[config.mk]
export PLATFORM = sky130hd
export DESIGN_NAME = ph_piecewise_calibration
export DESIGN_NICKNAME = d
export VERILOG_FILES = /design/src/rtl/core/phpc_pkg.sv /design/src/rtl/core/ph_piecewise_calibration.sv /design/src/rtl/core/phpc_win_cell.sv /design/src/rtl/core/phpc_div_cell.sv
export SDC_FILE = /design/constraint.sdc
export NUM_CORES = 1
export LEC_CHECK = 0
export BUFFER_PORTS_ARGS = -buffer_cell sky130_fd_sc_hd__buf_2
export CORE_MARGIN = 2
export CORE_UTILIZATION = 45
export CTS_BUF_LIST = sky130_fd_sc_hd__clkbuf_4 sky130_fd_sc_hd__clkbuf_8
export DETAILED_ROUTE_END_ITERATION = 10
export SLEW_MARGIN = 15
export SYNTH_ARGS = -nofsm -noshare
export SYNTH_HDL_FRONTEND = slang
export SYNTH_SLANG_ARGS = --single-unit
export TNS_END_PERCENT = 10
[constraint.sdc]
create_clock -name clk_i -period 6.75 [get_ports clk_i]
set_input_delay 0.3375 -clock clk_i [delete_from_list [all_inputs] [get_ports clk_i]]
set_output_delay 0.3375 -clock clk_i [all_outputs]
set_load 0.005 [all_outputs]
[src/rtl/core/phpc_pkg.sv]
package phpc_pkg;

  // Default sample width of the converter readings and calibration bounds
  localparam int unsigned SAMPLE_BITS = 12;

  // Calibration register file
  localparam int unsigned NUM_REGS  = 8;
  localparam int unsigned REG_IDX_W = 3;
  localparam int unsigned CAL_RESET = 999;

  localparam logic [REG_IDX_W-1:0] REG_LOW_AT_4  = 3'd0;
  localparam logic [REG_IDX_W-1:0] REG_HIGH_AT_4 = 3'd1;
  localparam logic [REG_IDX_W-1:0] REG_LOW_AT_5  = 3'd2;
  localparam logic [REG_IDX_W-1:0] REG_HIGH_AT_5 = 3'd3;
  localparam logic [REG_IDX_W-1:0] REG_LOW_AT_6  = 3'd4;
  localparam logic [REG_IDX_W-1:0] REG_HIGH_AT_6 = 3'd5;
  localparam logic [REG_IDX_W-1:0] REG_LOW_AT_7  = 3'd6;
  localparam logic [REG_IDX_W-1:0] REG_HIGH_AT_7 = 3'd7;

  // Windows and the interpolation quotient
  localparam int unsigned NUM_WIN   = 4;
  localparam int unsigned WIN_IDX_W = 2;
  localparam int unsigned QUOT_W    = 4;
  localparam int unsigned EXTRA_W   = 4;  // headroom for ten times a difference

  // Result codes
  localparam int unsigned PH_W = 7;
  localparam logic [PH_W-1:0] PH_FIRST_WIN = 7'd40;
  localparam logic [PH_W-1:0] PH_STEP      = 7'd10;
  localparam logic [PH_W-1:0] PH_BELOW_7   = 7'd80;
  localparam logic [PH_W-1:0] PH_ABOVE_4   = 7'd30;
  localparam logic [PH_W-1:0] PH_NONE      = 7'd0;

  // Classification flags handed along the chain
  typedef struct packed {
    logic                 win_hit;
    logic [WIN_IDX_W-1:0] win_idx;
    logic                 gap_hit;
    logic [WIN_IDX_W-1:0] gap_idx;
    logic                 below;
    logic                 above;
    logic [QUOT_W-1:0]    quot;
  } phpc_ctl_t;

  // pH in tenths at the centre of a window
  function automatic logic [PH_W-1:0] ph_base(input logic [WIN_IDX_W-1:0] idx);
    logic [PH_W-1:0] base;
    unique case (idx)
      2'd0:    base = PH_FIRST_WIN;
      2'd1:    base = PH_FIRST_WIN + PH_STEP;
      2'd2:    base = PH_FIRST_WIN + 7'(2 * PH_STEP);
      default: base = PH_FIRST_WIN + 7'(3 * PH_STEP);
    endcase
    return base;
  endfunction

endpackage

[src/rtl/core/ph_piecewise_calibration.sv]
// pH calibration lookup. Each reading_i transaction yields one result
// transaction carrying pH in tenths (ph_tenths_o) and a flag (valid_res_o)
// that is low when no rule matches because the calibration is misordered.
// Four calibration windows (pH 4 to 7) are written through the cfg_* port,
// indexes 0..7 = low/high of pH 4, 5, 6, 7, all reset to 999. A reading in a
// window gives its centre value; a reading between two windows is
// interpolated with a floored quotient; below the pH 7 window gives 80 and
// above the pH 4 window 30. The datapath is a chain of nine register stages:
// four window cells, one per calibration window, then four divider cells that
// each resolve one bit of the interpolation quotient, then the output
// register. One new reading is taken every cycle while the output is not
// stalled, and every stage that holds a bubble still accepts while a result
// waits. Write configuration only while the chain is empty.
module ph_piecewise_calibration #(
  parameter int unsigned SampleBits = phpc_pkg::SAMPLE_BITS
) (
  input  logic                             clk_i,
  input  logic                             rst_ni,
  // input channel
  input  logic                             in_valid_i,
  output logic                             in_stall_o,
  input  logic [SampleBits-1:0]            reading_i,
  // result channel
  output logic                             out_valid_o,
  input  logic                             out_stall_i,
  output logic [phpc_pkg::PH_W-1:0]        ph_tenths_o,
  output logic                             valid_res_o,
  // configuration
  input  logic                             cfg_we_i,
  input  logic [phpc_pkg::REG_IDX_W-1:0]   cfg_idx_i,
  input  logic [SampleBits-1:0]            cfg_data_i
);
  import phpc_pkg::*;

  localparam int unsigned RemW     = SampleBits + EXTRA_W;
  localparam int unsigned NumStage = NUM_WIN + QUOT_W;

  // Calibration registers
  logic [SampleBits-1:0] cal_q [NUM_REGS];

  always_ff @(posedge clk_i or negedge rst_ni) begin
    if (!rst_ni) begin
      for (int i = 0; i < NUM_REGS; i++) begin
        cal_q[i] <= SampleBits'(CAL_RESET);
      end
    end else if (cfg_we_i) begin
      cal_q[cfg_idx_i] <= cfg_data_i;
    end
  end

  // Window bounds per cell; the last window has no gap after it
  logic [SampleBits-1:0] win_lo [NUM_WIN];
  logic [SampleBits-1:0] win_hi [NUM_WIN];
  logic [SampleBits-1:0] win_hn [NUM_WIN];

  always_comb begin
    win_lo[0] = cal_q[REG_LOW_AT_4];
    win_lo[1] = cal_q[REG_LOW_AT_5];
    win_lo[2] = cal_q[REG_LOW_AT_6];
    win_lo[3] = cal_q[REG_LOW_AT_7];
    win_hi[0] = cal_q[REG_HIGH_AT_4];
    win_hi[1] = cal_q[REG_HIGH_AT_5];
    win_hi[2] = cal_q[REG_HIGH_AT_6];
    win_hi[3] = cal_q[REG_HIGH_AT_7];
    win_hn[0] = win_hi[1];
    win_hn[1] = win_hi[2];
    win_hn[2] = win_hi[3];
    win_hn[3] = '0;
  end

  // Chain nodes: node 0 is the input, node k the output of cell k-1
  logic [NumStage:0]     node_valid;
  logic [NumStage:0]     node_ready;
  logic [SampleBits-1:0] node_rd  [NUM_WIN+1];
  logic [RemW-1:0]       node_rem [NumStage];
  logic [SampleBits-1:0] node_den [NumStage];
  phpc_ctl_t             node_ctl [NumStage+1];

  assign node_valid[0] = in_valid_i;
  assign in_stall_o    = !node_ready[0];
  assign node_rd[0]    = reading_i;
  assign node_rem[0]   = '0;
  assign node_den[0]   = '0;
  assign node_ctl[0]   = '0;

  for (genvar w = 0; w < NUM_WIN; w++) begin : g_win
    phpc_win_cell #(
      .SampleBits (SampleBits),
      .WinIdx     (w)
    ) u_cell (
      .clk_i       (clk_i),
      .rst_ni      (rst_ni),
      .in_valid_i  (node_valid[w]),
      .in_ready_o  (node_ready[w]),
      .reading_i   (node_rd[w]),
      .rem_i       (node_rem[w]),
      .den_i       (node_den[w]),
      .ctl_i       (node_ctl[w]),
      .lo_i        (win_lo[w]),
      .hi_i        (win_hi[w]),
      .hi_next_i   (win_hn[w]),
      .out_valid_o (node_valid[w+1]),
      .out_ready_i (node_ready[w+1]),
      .reading_o   (node_rd[w+1]),
      .rem_o       (node_rem[w+1]),
      .den_o       (node_den[w+1]),
      .ctl_o       (node_ctl[w+1])
    );
  end

  // Divider cells resolve the quotient from its top bit down
  for (genvar d = 0; d < QUOT_W; d++) begin : g_div
    localparam int unsigned N = NUM_WIN + d;
    if (d < QUOT_W - 1) begin : g_mid
      phpc_div_cell #(
        .SampleBits (SampleBits),
        .QuotBit    (QUOT_W - 1 - d)
      ) u_cell (
        .clk_i       (clk_i),
        .rst_ni      (rst_ni),
        .in_valid_i  (node_valid[N]),
        .in_ready_o  (node_ready[N]),
        .rem_i       (node_rem[N]),
        .den_i       (node_den[N]),
        .ctl_i       (node_ctl[N]),
        .out_valid_o (node_valid[N+1]),
        .out_ready_i (node_ready[N+1]),
        .rem_o       (node_rem[N+1]),
        .den_o       (node_den[N+1]),
        .ctl_o       (node_ctl[N+1])
      );
    end else begin : g_last
      phpc_div_cell #(
        .SampleBits (SampleBits),
        .QuotBit    (QUOT_W - 1 - d)
      ) u_cell (
        .clk_i       (clk_i),
        .rst_ni      (rst_ni),
        .in_valid_i  (node_valid[N]),
        .in_ready_o  (node_ready[N]),
        .rem_i       (node_rem[N]),
        .den_i       (node_den[N]),
        .ctl_i       (node_ctl[N]),
        .out_valid_o (node_valid[N+1]),
        .out_ready_i (node_ready[N+1]),
        .rem_o       (),
        .den_o       (),
        .ctl_o       (node_ctl[N+1])
      );
    end
  end

  // Resolve the rules in priority order: window, gap, below pH 7, above pH 4
  phpc_ctl_t       ctl_f;
  logic [PH_W-1:0] ph_d, ph_q;
  logic            vres_d, vres_q;
  logic            out_valid_q;

  assign ctl_f = node_ctl[NumStage];

  always_comb begin
    priority if (ctl_f.win_hit) begin
      ph_d   = ph_base(ctl_f.win_idx);
      vres_d = 1'b1;
    end else if (ctl_f.gap_hit) begin
      ph_d   = ph_base(ctl_f.gap_idx) + PH_W'(ctl_f.quot);
      vres_d = 1'b1;
    end else if (ctl_f.below) begin
      ph_d   = PH_BELOW_7;
      vres_d = 1'b1;
    end else if (ctl_f.above) begin
      ph_d   = PH_ABOVE_4;
      vres_d = 1'b1;
    end else begin
      ph_d   = PH_NONE;
      vres_d = 1'b0;
    end
  end

  // Output register: hold the result while the consumer stalls
  assign node_ready[NumStage] = !out_valid_q || !out_stall_i;

  always_ff @(posedge clk_i or negedge rst_ni) begin
    if (!rst_ni) begin
      out_valid_q <= 1'b0;
    end else if (node_ready[NumStage]) begin
      out_valid_q <= node_valid[NumStage];
    end
  end

  always_ff @(posedge clk_i) begin
    if (node_ready[NumStage] && node_valid[NumStage]) begin
      ph_q   <= ph_d;
      vres_q <= vres_d;
    end
  end

  assign out_valid_o = out_valid_q;
  assign ph_tenths_o = ph_q;
  assign valid_res_o = vres_q;

  // An unmatched reading must report no pH
  assert property (@(posedge clk_i) disable iff (!rst_ni)
    (out_valid_o && !valid_res_o) |-> (ph_tenths_o == PH_NONE))
    else $error("unmatched result carries a nonzero pH");

  // A matched result stays within pH 3.0 to 8.0
  assert property (@(posedge clk_i) disable iff (!rst_ni)
    (out_valid_o && valid_res_o) |->
      (ph_tenths_o >= PH_ABOVE_4 && ph_tenths_o <= PH_BELOW_7))
    else $error("matched result outside the calibrated range");

  // Back-pressure reaches the input only when every stage is full
  assert property (@(posedge clk_i) disable iff (!rst_ni)
    in_stall_o |->
      (out_valid_o && out_stall_i && (&node_valid[NumStage:1])))
    else $error("input stalled while the chain holds a bubble");

endmodule

[src/rtl/core/phpc_win_cell.sv]
module phpc_win_cell #(
  parameter int unsigned SampleBits = phpc_pkg::SAMPLE_BITS,
  parameter int unsigned WinIdx     = 0
) (
  input  logic                                   clk_i,
  input  logic                                   rst_ni,
  input  logic                                   in_valid_i,
  output logic                                   in_ready_o,
  input  logic [SampleBits-1:0]                  reading_i,
  input  logic [SampleBits+phpc_pkg::EXTRA_W-1:0] rem_i,
  input  logic [SampleBits-1:0]                  den_i,
  input  phpc_pkg::phpc_ctl_t                    ctl_i,
  input  logic [SampleBits-1:0]                  lo_i,
  input  logic [SampleBits-1:0]                  hi_i,
  input  logic [SampleBits-1:0]                  hi_next_i,
  output logic                                   out_valid_o,
  input  logic                                   out_ready_i,
  output logic [SampleBits-1:0]                  reading_o,
  output logic [SampleBits+phpc_pkg::EXTRA_W-1:0] rem_o,
  output logic [SampleBits-1:0]                  den_o,
  output phpc_pkg::phpc_ctl_t                    ctl_o
);
  import phpc_pkg::*;

  localparam int unsigned RemW    = SampleBits + EXTRA_W;
  localparam bit          HasGap  = (WinIdx < NUM_WIN - 1);
  localparam bit          IsFirst = (WinIdx == 0);
  localparam bit          IsLast  = (WinIdx == NUM_WIN - 1);

  logic                  valid_q;
  logic [SampleBits-1:0] reading_q;
  logic [RemW-1:0]       rem_d, rem_q;
  logic [SampleBits-1:0] den_d, den_q;
  phpc_ctl_t             ctl_d, ctl_q;
  logic                  in_win, in_gap;
  logic [SampleBits-1:0] diff;
  logic [RemW-1:0]       diff_x;

  assign in_ready_o = !valid_q || out_ready_i;

  always_comb begin
    in_win = (reading_i >= lo_i) && (reading_i <= hi_i);
    in_gap = HasGap && (reading_i > hi_next_i) && (reading_i < lo_i);
    diff   = lo_i - reading_i;
    diff_x = RemW'(diff);
    ctl_d  = ctl_i;
    rem_d  = rem_i;
    den_d  = den_i;
    if (!ctl_i.win_hit && in_win) begin
      ctl_d.win_hit = 1'b1;
      ctl_d.win_idx = WIN_IDX_W'(WinIdx);
    end
    if (!ctl_i.gap_hit && in_gap) begin
      ctl_d.gap_hit = 1'b1;
      ctl_d.gap_idx = WIN_IDX_W'(WinIdx);
      rem_d         = (diff_x << 3) + (diff_x << 1);
      den_d         = lo_i - hi_next_i;
    end
    if (IsFirst) begin
      ctl_d.above = reading_i > hi_i;
    end
    if (IsLast) begin
      ctl_d.below = reading_i < lo_i;
    end
  end

  always_ff @(posedge clk_i or negedge rst_ni) begin
    if (!rst_ni) begin
      valid_q <= 1'b0;
    end else if (in_ready_o) begin
      valid_q <= in_valid_i;
    end
  end

  always_ff @(posedge clk_i) begin
    if (in_ready_o && in_valid_i) begin
      reading_q <= reading_i;
      rem_q     <= rem_d;
      den_q     <= den_d;
      ctl_q     <= ctl_d;
    end
  end

  assign out_valid_o = valid_q;
  assign reading_o   = reading_q;
  assign rem_o       = rem_q;
  assign den_o       = den_q;
  assign ctl_o       = ctl_q;

endmodule

[src/rtl/core/phpc_div_cell.sv]
module phpc_div_cell #(
  parameter int unsigned SampleBits = phpc_pkg::SAMPLE_BITS,
  parameter int unsigned QuotBit    = 0
) (
  input  logic                                   clk_i,
  input  logic                                   rst_ni,
  input  logic                                   in_valid_i,
  output logic                                   in_ready_o,
  input  logic [SampleBits+phpc_pkg::EXTRA_W-1:0] rem_i,
  input  logic [SampleBits-1:0]                  den_i,
  input  phpc_pkg::phpc_ctl_t                    ctl_i,
  output logic                                   out_valid_o,
  input  logic                                   out_ready_i,
  output logic [SampleBits+phpc_pkg::EXTRA_W-1:0] rem_o,
  output logic [SampleBits-1:0]                  den_o,
  output phpc_pkg::phpc_ctl_t                    ctl_o
);
  import phpc_pkg::*;

  localparam int unsigned RemW = SampleBits + EXTRA_W;

  logic                  valid_q;
  logic [RemW-1:0]       trial;
  logic                  fits;
  logic [RemW-1:0]       rem_d, rem_q;
  logic [SampleBits-1:0] den_q;
  phpc_ctl_t             ctl_d, ctl_q;

  assign in_ready_o = !valid_q || out_ready_i;

  // One restoring step: try the shifted divisor, keep the remainder if it fits
  always_comb begin
    trial = RemW'(den_i) << QuotBit;
    fits  = rem_i >= trial;
    rem_d = fits ? (rem_i - trial) : rem_i;
    ctl_d = ctl_i;
    ctl_d.quot[QuotBit] = fits;
  end

  always_ff @(posedge clk_i or negedge rst_ni) begin
    if (!rst_ni) begin
      valid_q <= 1'b0;
    end else if (in_ready_o) begin
      valid_q <= in_valid_i;
    end
  end

  always_ff @(posedge clk_i) begin
    if (in_ready_o && in_valid_i) begin
      rem_q <= rem_d;
      den_q <= den_i;
      ctl_q <= ctl_d;
    end
  end

  assign out_valid_o = valid_q;
  assign rem_o       = rem_q;
  assign den_o       = den_q;
  assign ctl_o       = ctl_q;

endmodule
### Word-level counts from Yosys, hierarchy flattened

Cells that the tools add are included.

* reductions and logical operators: 50
* equality and inequality tests: 4
* $lt $le $gt $ge: 22
* add/subtract/negate cells: 13
* bitwise operators: 1
* multiplexer cells: 21

Operator list (number)
* 96-bit bitwise mux: 1
* 16-bit two-way mux: 5
* 12-bit subtractor: 6
* 15-bit by 13-bit adder with 16-bit output: 3
* 12-bit greater-or-equal comparator: 4
* 12-bit greater-than comparator: 4
* 12-bit <= comparator: 4
* 12-bit less-than comparator: 4
* 7-bit case mux with 3 select lines: 2
* 12-bit demux with 3-bit select: 1
* 12-bit two-way mux: 3
* 7-bit two-way mux: 5
* 1-bit logical AND: 22
* 16-bit by 12-bit greater-or-equal comparator with 1-bit output: 1
* 16-bit by 13-bit greater-or-equal comparator with 1-bit output: 1
* 16-bit by 14-bit greater-or-equal comparator with 1-bit output: 1
* 16-bit by 15-bit greater-or-equal comparator with 1-bit output: 1
* 1-bit zero test: 16
* 16-bit by 13-bit subtractor with 16-bit output: 1
* 16-bit by 14-bit subtractor with 16-bit output: 1
* 16-bit by 15-bit subtractor with 16-bit output: 1
* 1-bit logical OR: 9
* 7-bit by 4-bit adder with 7-bit output: 1
* 3-bit two-way mux: 2
* 9 further kinds: 12

* register bits after elaboration: 416
* output and inout bits: 10
* bits of input ports: 32
* logic and storage cells: 196

### Longest topological paths before layout

* depth after elaboration: 11
* mapped depth: 18
* mapped depth without buffers: 18

### By module

A second synthesis with hierarchy kept.

* cells, all modules: 2398
* area total of the unflattened synthesis: 27933.0 µm²

Modules (own cells, without submodules)
* ph_piecewise_calibration: cells each 279, seq. area each 2747.6 µm², times used 1, area an instance 4389.2 µm²
* phpc_win_cell (g_win[0].u_cell): cells each 445, seq. area each 1586.5 µm², times used 1, area an instance 4342.9 µm²
* phpc_win_cell (g_win[1].u_cell): cells each 416, seq. area each 1586.5 µm², times used 1, area an instance 4259.1 µm²
* phpc_win_cell (g_win[2].u_cell): cells each 441, seq. area each 1586.5 µm², times used 1, area an instance 4254.1 µm²
* phpc_win_cell (g_win[3].u_cell): cells each 142, seq. area each 1586.5 µm², times used 1, area an instance 2242.2 µm²
* phpc_div_cell (g_div[1].g_mid.u_cell): cells each 180, seq. area each 1226.2 µm², times used 1, area an instance 2149.6 µm²
* phpc_div_cell (g_div[3].g_last.u_cell): cells each 166, seq. area each 1226.2 µm², times used 1, area an instance 2109.5 µm²
* phpc_div_cell (g_div[2].g_mid.u_cell): cells each 164, seq. area each 1226.2 µm², times used 1, area an instance 2104.5 µm²
* phpc_div_cell (g_div[0].g_mid.u_cell): cells each 165, seq. area each 1226.2 µm², times used 1, area an instance 2082.0 µm²

### Worst setup path before layout

No wires, ideal clock.

* kind: reg2reg
* start: register cal_q[60] (netlist name)
* end: register g_win[1].u_cell.rem_q[14] (data pin)
* stages on the path, launching flop included: 15
* setup slack: 2869 ps
* buffers on the path: 0
* arrival: 3611 ps
* clock period less this slack: 3881 ps
* data required time: 6480 ps
* library setup time: 270 ps
* cell sequence: dfstp_2 -> inv_1 -> ha_1 -> fa_1 -> nor2b_1 -> o2111ai_1 -> a21oi_2 -> nor2_2 -> xnor2_1 -> ha_1 -> o41ai_1 -> a211oi_1 -> or4_1 -> a31oi_1 -> o41ai_1

* word-level cells in the longest chain between the ends: 4
* elaborated cells on any way between the ends: 6
* classes of those cells: add/sub (2); order compare (1); mux (1); reduce/logical (2)

RTL lines
* from (decl): line ph_piecewise_calibration.sv:39 `logic [SampleBits-1:0] cal_q [NUM_REGS];`
* from (signal, indexed assignment): line ph_piecewise_calibration.sv:44 `cal_q[i] <= SampleBits'(CAL_RESET);`
* from (signal, indexed assignment): line ph_piecewise_calibration.sv:47 `cal_q[cfg_idx_i] <= cfg_data_i;`
* parallel branches: the longest is 3 deep, another holds 15-bit by 13-bit adder with 16-bit output
* 16-bit two-way mux *: line phpc_win_cell.sv:53 `if (!ctl_i.gap_hit && in_gap) begin`
* named net g_win[1].u_cell.rem_d[14]: line phpc_win_cell.sv:32 `logic [RemW-1:0] rem_d, rem_q;`
* to (signal assigned): line phpc_win_cell.sv:78 `rem_q <= rem_d;`
* to (decl): line phpc_win_cell.sv:32

Mark *: on every way through the listed nets, which the timed path passes.
A chain may end at the register's enable or synchronous reset.

### Worst setup path after layout

Ends and elaborated chain as after synthesis.

==> reports/qor.txt <==
================================================================================
Post-synthesis sequential area ratio                                      49.15%
Post-CTS setup repair buffer count                                             0
Synth top area cells                                                sky130_fd_sc_hd__edfxtp_1, sky130_fd_sc_hd__ha_1, sky130_fd_sc_hd__dfstp_2
Layout fillers                                                              4694
Buffers from clock root to sink, at most                                       3
Total nets after synthesis                                                  2448
Unrepaired setup endpoints after global routing                            false
Class of the tightest hold or removal check                               in2reg
Most common flop cell mapped by yosys                               sky130_fd_sc_hd__edfxtp_1
Sum of negative setup slack                                                 0 ns
Synth warn                                                                     0
Period utilization                                                        64.89%
Number of hold violations in the final report                                  0
Min Tclk post-route                                                     4.380 ns
Hold buffer count at CTS                                                      14
Cells after DPL                                                             2852
Count of cells resized by post-cts repair                                      0
Antenna diode count                                                            0
Via/cell ratio                                                             5.411
Hold Crit Start                                                     reading_i[1]
Slew at the pin with the worst max-slew slack                           1.129 ns
Cell row count                                                                84
Async set-reset flop share out of synthesis                               26.05%
Number of design rule violations left after detail routing                     0
GRT Residual Overflow                                                          0
Max-capacitance violation count                                                0
Reg-to-reg critical path endpoint                                   g_win[1].u_cell.rem_o[14]
Number of standard cells in the layout, taps in and fillers out             3002
Clock Latency Late Sink                                                  0.65 ns
Global-route wire length before repair                                  88840 um
Clock-pin slew on the worst setup and hold paths                         0.06 ns
Total power divided by cell area                                    427.7 nW/um^2
Netlist Area Pre-Place                                                23720 um^2
Routed WL per cell                                                      18.70 um
Vias                                                                       16240
Vias in the first global route                                             16760
Final wirelength                                                        56130 um
Total number of H-tree levels                                                  3
Buffers on Ports                                                              41
Clock tree from TritonCTS                                                   done
Final estimated routing congestion in global placement                    0.8862
Critical-path maximum fanout                                                   5
Number of antenna violations at the first check in global routing              1
Final number of max-transition violations                                      0
Fraction of layout cells with a size suffix above 1                       15.82%
First DRT Iteration DRCs                                                     680
Full die area                                                         54560 um^2
Num ports                                                                     42
Layout Nets                                                                 2552
Maximum achievable frequency                                           228.3 MHz
Setup violators final                                                          0
Required time at the worst-slack endpoint                                7.09 ns
CP Launch Type                                                         flip-flop
Register-to-register setup slack                                         2.37 ns
Root buffer cell                                                    sky130_fd_sc_hd__clkbuf_8
Element type at the critical path end                                  flip-flop
Result of the run                                                   finished clean
CTS buffer count                                                              75
Area Growth Syn to Fin                                                    11.79%
Initial core utilization                                                  45.31%
Mapped Cells                                                                2151
Number of antenna-violating nets in the routed design                          0
Register bit count reported by yosys                                         403
Worst Hold Path EP                                                  g_win[0].u_cell.reading_o[1]
Chip height                                                             233.6 um
CTS sink cnt                                                                 403
Critical Setup Path Class                                                reg2reg
Final setup skew                                                      0.03434 ns
DP Wirelength                                                           42130 um
RR Startpoint                                                          cal_q[60]
Syn_area_per_cell                                                     11.03 um^2
Fraction of post-synthesis cell area in the top cell type by area         37.73%
VDD IR max                                                           0.0001986 V
Core outline area                                                     52340 um^2
Number of library cell types mapped by synthesis                              72
Aggregate global-route resource usage                                     21.25%
CP Data Arrival Time                                                     4.72 ns
Minimum hold slack                                                    0.05769 ns
Worst reg2reg path depth                                                      14
Largest net degree at the start of global routing                             70
Number of flops mapped to enable cells by yosys                              298
Number of stages on the worst hold path                                        1
Relative slew slack                                                       24.42%
Width of the die                                                        233.6 um
Number of iterations in the first detailed-routing pass                        5
Reported leakage power                                                  11.47 nW
Final core area utilization                                               50.66%
Cell type with the highest aggregate area in the netlist            sky130_fd_sc_hd__edfxtp_1
================================================================================
## registers in the layout (all words and copies together) (netlist names)
register	count
cal_q	96
g_win.u_cell.rem_o	60
g_win.u_cell.den_o	48
g_div.g_mid.u_cell.rem_o	45
g_div.g_mid.u_cell.den_o	36
g_win.u_cell.reading_o	36
g_div.g_mid.u_cell.ctl_o	30
g_win.u_cell.ctl_o	23
g_div.g_last.u_cell.ctl_o	12
ph_tenths_o	7
g_win.u_cell.out_valid_o	4
g_div.g_mid.u_cell.out_valid_o	3
g_div.g_last.u_cell.out_valid_o	1
out_valid_o	1
valid_res_o	1
## placed cells by master, fill, tap and decap left out, types with 14 or more instances in the layout
cell	count
sky130_fd_sc_hd__edfxtp_1	298
sky130_fd_sc_hd__ha_1	252
sky130_fd_sc_hd__inv_1	216
sky130_fd_sc_hd__nand2_1	167
sky130_fd_sc_hd__o21ai_0	137
sky130_fd_sc_hd__nor2_1	123
sky130_fd_sc_hd__a21oi_1	92
sky130_fd_sc_hd__mux2_2	87
sky130_fd_sc_hd__clkbuf_8	81
sky130_fd_sc_hd__a21o_1	70
sky130_fd_sc_hd__dfstp_2	64
sky130_fd_sc_hd__xnor2_1	57
sky130_fd_sc_hd__nor3_1	53
sky130_fd_sc_hd__nor2b_1	46
sky130_fd_sc_hd__xor2_1	42
sky130_fd_sc_hd__dfrtp_1	41
sky130_fd_sc_hd__nand2b_1	40
sky130_fd_sc_hd__buf_2	40
sky130_fd_sc_hd__clkbuf_4	33
sky130_fd_sc_hd__nand4_1	32
sky130_fd_sc_hd__nand3_1	25
sky130_fd_sc_hd__o21a_1	19
sky130_fd_sc_hd__a211oi_1	17
sky130_fd_sc_hd__and3_1	15
sky130_fd_sc_hd__buf_4	15
sky130_fd_sc_hd__dlygate4sd3_1	14
## cell usage after synthesis (all sizes together) (19+ instances only)
cell and instances:
dfrtp 41, nor3 56, clkbuf 35, edfxtp 298
a21oi 95, a21o 70, nand4 32, nor2 124
mux2 87, nand2b 40, nand2 167, xor2 42
xnor2 57, nand3 25, o21a 19, ha 252
inv 216, dfstp 64, o21ai 145, nor2b 48
## logic make-up (layout without fill, tap and decap cells)
kind of cell / Yosys count / in the layout / share of synthesized area (%)
and+or+nand+nor: 572 / 572 / 11.81
AOI/OAI and AO/OA: 459 / 459 / 12.43
DFF: 403 / 403 / 49.15
adders and majority gates: 265 / 265 / 14.39
buffers and inverters: 258 / 421 / 4.099
xor gates and xnor gates: 99 / 99 / 3.656
muxes: 95 / 95 / 4.468
## cell type report
| type | instances | area [um^2] | area share, % |
|---|---|---|---|
| flip-flops and latches | 403 | 11660 | 43.96 |
| multi-input cells | 1490 | 11150 | 42.05 |
| clock buffers | 114 | 1363 | 5.139 |
| well taps | 688 | 860.8 | 3.247 |
| inverters | 216 | 810.8 | 3.058 |
| repair buffers | 69 | 452.9 | 1.708 |
| clock inverters | 22 | 221.5 | 0.8353 |
## worst max-delay path: stages (launching register included)
cell,delay (ns)
sky130_fd_sc_hd__dfstp_2,0.51
sky130_fd_sc_hd__inv_1,0.06
sky130_fd_sc_hd__ha_1,0.22
sky130_fd_sc_hd__fa_1,0.40
sky130_fd_sc_hd__nor2b_1,0.17
sky130_fd_sc_hd__o2111ai_1,0.18
sky130_fd_sc_hd__a21oi_2,0.30
sky130_fd_sc_hd__nor2_2,0.13
sky130_fd_sc_hd__xnor2_1,0.17
sky130_fd_sc_hd__ha_1,0.27
sky130_fd_sc_hd__o41ai_1,0.80
sky130_fd_sc_hd__a211oi_1,0.13
sky130_fd_sc_hd__or4_1,0.51
sky130_fd_sc_hd__a31oi_1,0.17
sky130_fd_sc_hd__o41ai_1,0.08
## layer usage
metal | global-route usage, % | vias up | part of all wire (%) | wire length [um]
li1 | - | 8009 | - | -
met1 | 24.10 | 7800 | 41 | 23160
met2 | 38.82 | 305 | 51 | 28550
met3 | 3.589 | 129 | 3.4 | 1935
met4 | 9.652 | 0 | 4.4 | 2476
met5 | 0 | - | 0 | 0
## how the worst max path moves through the flow
stage | start | end | slack, ns | depth (start not counted)
4_1_cts | cal_q[60] | g_win[1].u_cell.rem_o[14] | 2.40 | 14
6_report | cal_q[60] | g_win[1].u_cell.rem_o[14] | 2.37 | 14
5_1_grt | cal_q[60] | g_win[1].u_cell.rem_o[14] | 2.03 | 14
3_3_place_gp | cal_q[60] | g_win[1].u_cell.rem_o[14] | 2.52 | 14
3_5_place_dp | cal_q[60] | g_win[1].u_cell.rem_o[14] | 2.44 | 14
2_1_floorplan | cal_q[60] | g_win[1].u_cell.rem_o[14] | 2.87 | 14
## power by group
| part | leakage, nW | internal (mW) | switching [mW] |
|---|---|---|---|
| Sequential | 4.08 | 3.67 | 0.346 |
| Combinational | 6.54 | 2.06 | 2.80 |
| Clock | 0.841 | 1.44 | 1.01 |
## metrics by stage
step / setup slack, ns / total power, mW / instance area, um^2
after floorplan: 2.869 / 7.699 / 23720
after global placement: 2.517 / 8.733 / 24790
after detailed placement: 2.441 / 8.901 / 24790
after CTS: 2.405 / 11.42 / 26510
after global routing: 2.029 / 12.24 / 26510
final: 2.370 / 11.34 / 26510
Note: power is estimated with default switching activity, not from simulation.
